`src/aes_ctr_pkg.sv`:
```
// shared types, constants and functions for the aes counter-mode byte stream core
package aes_ctr_pkg;

   typedef enum logic [2:0] {
      ST_IDLE,
      ST_KEXP,
      ST_LOAD,
      ST_ROUND,
      ST_OUT
   } state_type;

   typedef struct packed {
      logic kexp_start;
      logic kexp_step;
      logic enc_load;
      logic enc_step;
      logic ctr_reload;
      logic take_item;
      logic out_load;
   } cmd_type;

   typedef struct packed {
      logic kexp_done;
      logic enc_done;
      logic need_block;
      logic need_kexp;
   } sts_type;

   localparam logic [2:0] CSR_KEY0  = 3'd0;
   localparam logic [2:0] CSR_KEY1  = 3'd1;
   localparam logic [2:0] CSR_KEY2  = 3'd2;
   localparam logic [2:0] CSR_KEY3  = 3'd3;
   localparam logic [2:0] CSR_KSIZE = 3'd4;
   localparam logic [2:0] CSR_NHI   = 3'd5;
   localparam logic [2:0] CSR_NLO   = 3'd6;

   localparam logic [1:0] KSIZE_128 = 2'd0;
   localparam logic [1:0] KSIZE_192 = 2'd1;

   localparam logic [7:0] SBOX [256] = '{
      8'h63,8'h7c,8'h77,8'h7b,8'hf2,8'h6b,8'h6f,8'hc5,8'h30,8'h01,8'h67,8'h2b,8'hfe,8'hd7,8'hab,8'h76,
      8'hca,8'h82,8'hc9,8'h7d,8'hfa,8'h59,8'h47,8'hf0,8'had,8'hd4,8'ha2,8'haf,8'h9c,8'ha4,8'h72,8'hc0,
      8'hb7,8'hfd,8'h93,8'h26,8'h36,8'h3f,8'hf7,8'hcc,8'h34,8'ha5,8'he5,8'hf1,8'h71,8'hd8,8'h31,8'h15,
      8'h04,8'hc7,8'h23,8'hc3,8'h18,8'h96,8'h05,8'h9a,8'h07,8'h12,8'h80,8'he2,8'heb,8'h27,8'hb2,8'h75,
      8'h09,8'h83,8'h2c,8'h1a,8'h1b,8'h6e,8'h5a,8'ha0,8'h52,8'h3b,8'hd6,8'hb3,8'h29,8'he3,8'h2f,8'h84,
      8'h53,8'hd1,8'h00,8'hed,8'h20,8'hfc,8'hb1,8'h5b,8'h6a,8'hcb,8'hbe,8'h39,8'h4a,8'h4c,8'h58,8'hcf,
      8'hd0,8'hef,8'haa,8'hfb,8'h43,8'h4d,8'h33,8'h85,8'h45,8'hf9,8'h02,8'h7f,8'h50,8'h3c,8'h9f,8'ha8,
      8'h51,8'ha3,8'h40,8'h8f,8'h92,8'h9d,8'h38,8'hf5,8'hbc,8'hb6,8'hda,8'h21,8'h10,8'hff,8'hf3,8'hd2,
      8'hcd,8'h0c,8'h13,8'hec,8'h5f,8'h97,8'h44,8'h17,8'hc4,8'ha7,8'h7e,8'h3d,8'h64,8'h5d,8'h19,8'h73,
      8'h60,8'h81,8'h4f,8'hdc,8'h22,8'h2a,8'h90,8'h88,8'h46,8'hee,8'hb8,8'h14,8'hde,8'h5e,8'h0b,8'hdb,
      8'he0,8'h32,8'h3a,8'h0a,8'h49,8'h06,8'h24,8'h5c,8'hc2,8'hd3,8'hac,8'h62,8'h91,8'h95,8'he4,8'h79,
      8'he7,8'hc8,8'h37,8'h6d,8'h8d,8'hd5,8'h4e,8'ha9,8'h6c,8'h56,8'hf4,8'hea,8'h65,8'h7a,8'hae,8'h08,
      8'hba,8'h78,8'h25,8'h2e,8'h1c,8'ha6,8'hb4,8'hc6,8'he8,8'hdd,8'h74,8'h1f,8'h4b,8'hbd,8'h8b,8'h8a,
      8'h70,8'h3e,8'hb5,8'h66,8'h48,8'h03,8'hf6,8'h0e,8'h61,8'h35,8'h57,8'hb9,8'h86,8'hc1,8'h1d,8'h9e,
      8'he1,8'hf8,8'h98,8'h11,8'h69,8'hd9,8'h8e,8'h94,8'h9b,8'h1e,8'h87,8'he9,8'hce,8'h55,8'h28,8'hdf,
      8'h8c,8'ha1,8'h89,8'h0d,8'hbf,8'he6,8'h42,8'h68,8'h41,8'h99,8'h2d,8'h0f,8'hb0,8'h54,8'hbb,8'h16
   };

   localparam int ROW_SRC [16] = '{0, 5, 10, 15, 4, 9, 14, 3, 8, 13, 2, 7, 12, 1, 6, 11};

   function automatic logic [7:0] xtime(input logic [7:0] x);
      return {x[6:0], 1'b0} ^ (x[7] ? 8'h1b : 8'h00);
   endfunction

   function automatic logic [31:0] sub_word(input logic [31:0] w);
      return {SBOX[w[31:24]], SBOX[w[23:16]], SBOX[w[15:8]], SBOX[w[7:0]]};
   endfunction

endpackage

```
`src/aes_ctr_ctrl.sv`:
```
// controller state machine sequencing key expansion, block encryption and result transfer
module aes_ctr_ctrl
   import aes_ctr_pkg::*;
(
   input  logic    clock,
   input  logic    reset,
   input  logic    in_valid,
   input  logic    out_busy,
   input  sts_type sts,
   output logic    in_ready,
   output cmd_type cmd
);

   state_type state_ff, state_in;

   always_ff @(posedge clock) begin
      if (reset) begin
         state_ff <= ST_IDLE;
      end else begin
         state_ff <= state_in;
      end
   end

   always_comb begin
      state_in = state_ff;
      case (state_ff)
         ST_IDLE: begin
            if (in_valid) begin
               if (sts.need_kexp) begin
                  state_in = ST_KEXP;
               end else if (sts.need_block) begin
                  state_in = ST_LOAD;
               end else begin
                  state_in = ST_OUT;
               end
            end
         end
         ST_KEXP: begin
            if (sts.kexp_done) begin
               state_in = ST_LOAD;
            end
         end
         ST_LOAD:  state_in = ST_ROUND;
         ST_ROUND: begin
            if (sts.enc_done) begin
               state_in = ST_OUT;
            end
         end
         ST_OUT: begin
            if (!out_busy) begin
               state_in = ST_IDLE;
            end
         end
         default: state_in = ST_IDLE;
      endcase
   end

   always_comb begin
      cmd      = '0;
      in_ready = 1'b0;
      case (state_ff)
         ST_IDLE: begin
            cmd.kexp_start = in_valid && sts.need_kexp;
            cmd.ctr_reload = in_valid && sts.need_kexp;
         end
         ST_KEXP:  cmd.kexp_step = !sts.kexp_done;
         ST_LOAD:  cmd.enc_load = 1'b1;
         ST_ROUND: cmd.enc_step = !sts.enc_done;
         ST_OUT: begin
            if (!out_busy) begin
               in_ready      = 1'b1;
               cmd.take_item = 1'b1;
               cmd.out_load  = 1'b1;
            end
         end
         default: ;
      endcase
   end

endmodule

```
`config.mk`:
```
export PLATFORM = sky130hd
export DESIGN_NAME = aes_ctr_ctrl
export DESIGN_NICKNAME = d
export VERILOG_FILES = /design/src/aes_ctr_pkg.sv /design/src/aes_ctr_ctrl.sv
export SDC_FILE = /design/constraint.sdc
export NUM_CORES = 1
export LEC_CHECK = 0
export BUFFER_PORTS_ARGS = -buffer_cell sky130_fd_sc_hd__buf_2
export CORE_AREA = 2 2 39 41
export CTS_CLUSTER_DIAMETER = 200
export DETAILED_ROUTE_END_ITERATION = 8
export DIE_AREA = 0 0 41 43
export MAX_ROUTING_LAYER = met4
export PLACE_DENSITY_LB_ADDON = 0.15
export SETUP_SLACK_MARGIN = 0.5
export SYNTH_ARGS = -nofsm -noshare
export SYNTH_HDL_FRONTEND = slang
export SYNTH_SLANG_ARGS = --single-unit
```
`constraint.sdc`:
```
create_clock -name clock -period 1.8 [get_ports clock]
set_clock_uncertainty 0.1 [all_clocks]
set_input_delay 0.18 -clock clock [delete_from_list [all_inputs] [get_ports clock]]
set_output_delay 0.18 -clock clock [all_outputs]
set_load 0.05 [all_outputs]
```
==> flow_metrics.py <==
metrics = {
    "die": {
        "fp.dieH_um": 43,
        "core-area_mm2": 0.001384,
        "initial_core_util_pct": 16.82,
        "die_w_um": 41,
        "num_rows": 14,
        "dieArea_mm2": 0.001763,
        "io_pins": 16,
    },
    "cts": {
        "clk_path_buf_depth": 2,
        "cts-root-buf": "clkbuf_4",
        "clock_sinks": 3,
        "cts_buffers": 3,
        "cts_max_level": 1,
        "insertion_delay_ns": 0.24,
        "clkTransAtPathRegs_ns": 0.04,
        "cts_tree": "yes",
    },
    "pwr": {
        "total_power_mw": 0.4536,
        "power_frac_seq_pct": 25.2,
        "combPwrFrac_pct": 47.5,
        "p_int_mw": 0.2683,
        "leakagePower_nw": 0.2046,
        "power.share.switching_pct": 40.86,
        "p_per_area_mw_per_mm2": 910.9,
        "p_sw_mw": 0.1854,
        "power.share.clock_pct": 27.3,
        "ir_worst_vdd_mv": 0.2669,
    },
    "critical_path": {
        "crit_arrival_ns": 1.15,
        "worstSetupPathType": "reg2out",
        "worstSetupStartpointType": "flop",
        "slowest_delay_ns": 0.38,
        "crit_fanout": 8,
        "end_kind": "primary output",
        "crit_chain": "nand2b_4, nor3b_2, buf_6",
        "worst-r2r-setup-slack_ns": 0.39,
        "crit_path_top_delay_cell": "dfxtp_4",
        "worstPathRequired_ns": 1.52,
    },
    "detailed_routing": {
        "post_drt_wl_per_cell_um": 10.78,
        "drc": 0,
        "vias": 303,
        "dr.pass1.iters": 4,
        "drt_wl_total_um": 722,
        "antenna_left": 0,
        "viasPerCell": 4.522,
        "first_iter_violations": 2,
    },
    "placed_design": {
        "portBuffers": 15,
        "gp_congestion": 0.8073,
        "placed_cells": 58,
        "pre_cts_slack_ns": 0.3042,
    },
    "timing": {
        "hold_violations": 0,
        "max_freq_ghz": 0.7010,
        "slew_headroom_pct": 82.31,
        "worst_pin_slew_ns": 0.2626,
        "post-route-period-util_pct": 79.26,
        "finalMaxSlewViolations": 0,
        "min_period_ns": 1.427,
        "rsz0062_at_grt": "true",
        "setup_slack_ns": 0.3734,
        "setup-tns-final_ns": 0,
        "finalSetupViolCount": 0,
    },
    "final_layout": {
        "largest_register_ffs": 3,
        "n_antenna_cell": 0,
        "fill_cells": 151,
        "stdcell_count": 67,
        "top_register": "state_ff",
        "drive_gt1_share_pct": 70.59,
        "fin_util_pct": 35.99,
        "synthToLayoutAreaGrowth_pct": 114.0,
        "fin_nets": 60,
        "reg_top3": "state_ff: 3 flops",
    },
    "grt": {
        "grtUsageTotal_pct": 10.39,
        "grt_pass1_vias": 308,
        "overflow": 0,
        "antenna_found_initial": 0,
        "grt_pass1_wl_um": 1173,
        "grt_max_degree": 9,
    },
    "run": {
        "drv_cap": 0,
    },
    "synthesis": {
        "synth.distinct_cells": 18,
        "ys_warn_count": 0,
        "netlist_instances": 31,
        "syn_area_um2": 232.7,
        "synth_fp_nets": 39,
        "synth_area_per_cell_um2": 7.507,
        "synth_seq_cells": 3,
        "ys_seq_area_share_pct": 25.81,
    },
    "worst_hold_path": {
        "hp-class": "in2reg",
    },
    "run_status": {
        "status": "finished, final reports clean",
    },
}
==> path summary, 6_finish.rpt <==
path,from,to,cells past startpoint
hold / removal,reset,state_ff[2]$_SDFFE_PP0P_,3
hold reg to reg,state_ff[2]$_SDFFE_PP0P_,state_ff[1]$_SDFFE_PP0P_,2
setup reg to reg,state_ff[1]$_SDFFE_PP0P_,state_ff[2]$_SDFFE_PP0P_,4
setup / recovery,state_ff[2]$_SDFFE_PP0P_,cmd[3],3
==> timing repair <==
action / in CTS / in global routing
pin swaps: 5 / 0
hold buffers: 0 / 0
endpoints found under the setup margin: 9 / 9
buffers inserted: 4 / 1
resized for setup: 27 / 4
==> worst max-delay path, delay by kind of cell, from the launching register on <==
kind	cells	cell delay [ns]
AND/OR/NAND/NOR	2	0.35
flip-flops	1	0.38
buffers and inverters	1	0.18
==> Yosys cell counts, drive strengths merged <==
cell    number  area, µm²
nor4         1      6.260
buf          4      33.78
inv          1      3.750
or2          1      6.260
and3         1      6.260
nand2        4      15.01
o221a        1      11.26
dfxtp        3      60.06
nor2         3      11.26
nor3b        2      15.01
or4          1      7.510
nor3         1      5.000
o21ai        2      10.01
a221oi       2      17.52
a21oi        2      10.01
nand3b       1      7.510
nand2b       1      6.260
==> stage by stage <==
| step | hold slack [ns] | area [µm²] |
|---|---|---|
| 2_1_floorplan | 0.2489 | 282.8 |
| 3_3_place_gp | 0.3658 | 332.8 |
| 3_5_place_dp | 0.3622 | 332.8 |
| 4_1_cts | 0.09198 | 471.7 |
| 5_1_grt | 0.1014 | 498.0 |
| 6_report | 0.1012 | 498.0 |
==> cell type report <==
class                           instances  area, µm²  area share, %
Multi-Input combinational cell         23      206.4          41.46
Timing Repair Buffer                   20      170.2          34.17
Sequential cell                         3      71.32          14.32
Clock buffer                            4      26.28          5.276
Tap cell                               16      20.02          4.020
Inverter                                1      3.754         0.7538
==> placed cells by master (no fill, tap or decap), types with 2 or more instances in the layout <==
cell type,n
buf_2,7
a221oi_1,2
nand2_1,3
dfxtp_4,3
o21ai_0,2
buf_6,8
nor2_4,2
buf_4,4
clkbuf_4,3
==> cells by family (layout without fill, tap and decap cells) <==
logic type	after synthesis	in the layout	share of synthesized area [%]
and+or+nand+nor	16	16	37.10
DFF	3	3	25.81
buffers and inverters	5	25	16.13
AOI/OAI and AO/OA	7	7	20.97
==> power by group through the flow <==
stage | clock, mW | combinational (mW) | sequential [mW]
finish | 0.124 | 0.215 | 0.114
detailed placement | 0 | 0.134 | 0.106
floorplan | 0 | 0.129 | 0.0928
global placement | 0 | 0.138 | 0.105
global route | 0.136 | 0.228 | 0.117
CTS | 0.130 | 0.198 | 0.111
==> routing by layer <==
| metal | wire length [µm] | GRT usage, % | share of wire, % |
|---|---|---|---|
| met1 | 308 | 10.93 | 43 |
| met2 | 363 | 15.31 | 50 |
| met3 | 39 | 4.712 | 5.4 |
| met4 | 10 | 6.000 | 1.4 |
| met5 | 0 | - | 0 |
Note: power is estimated with default switching activity, not from simulation.
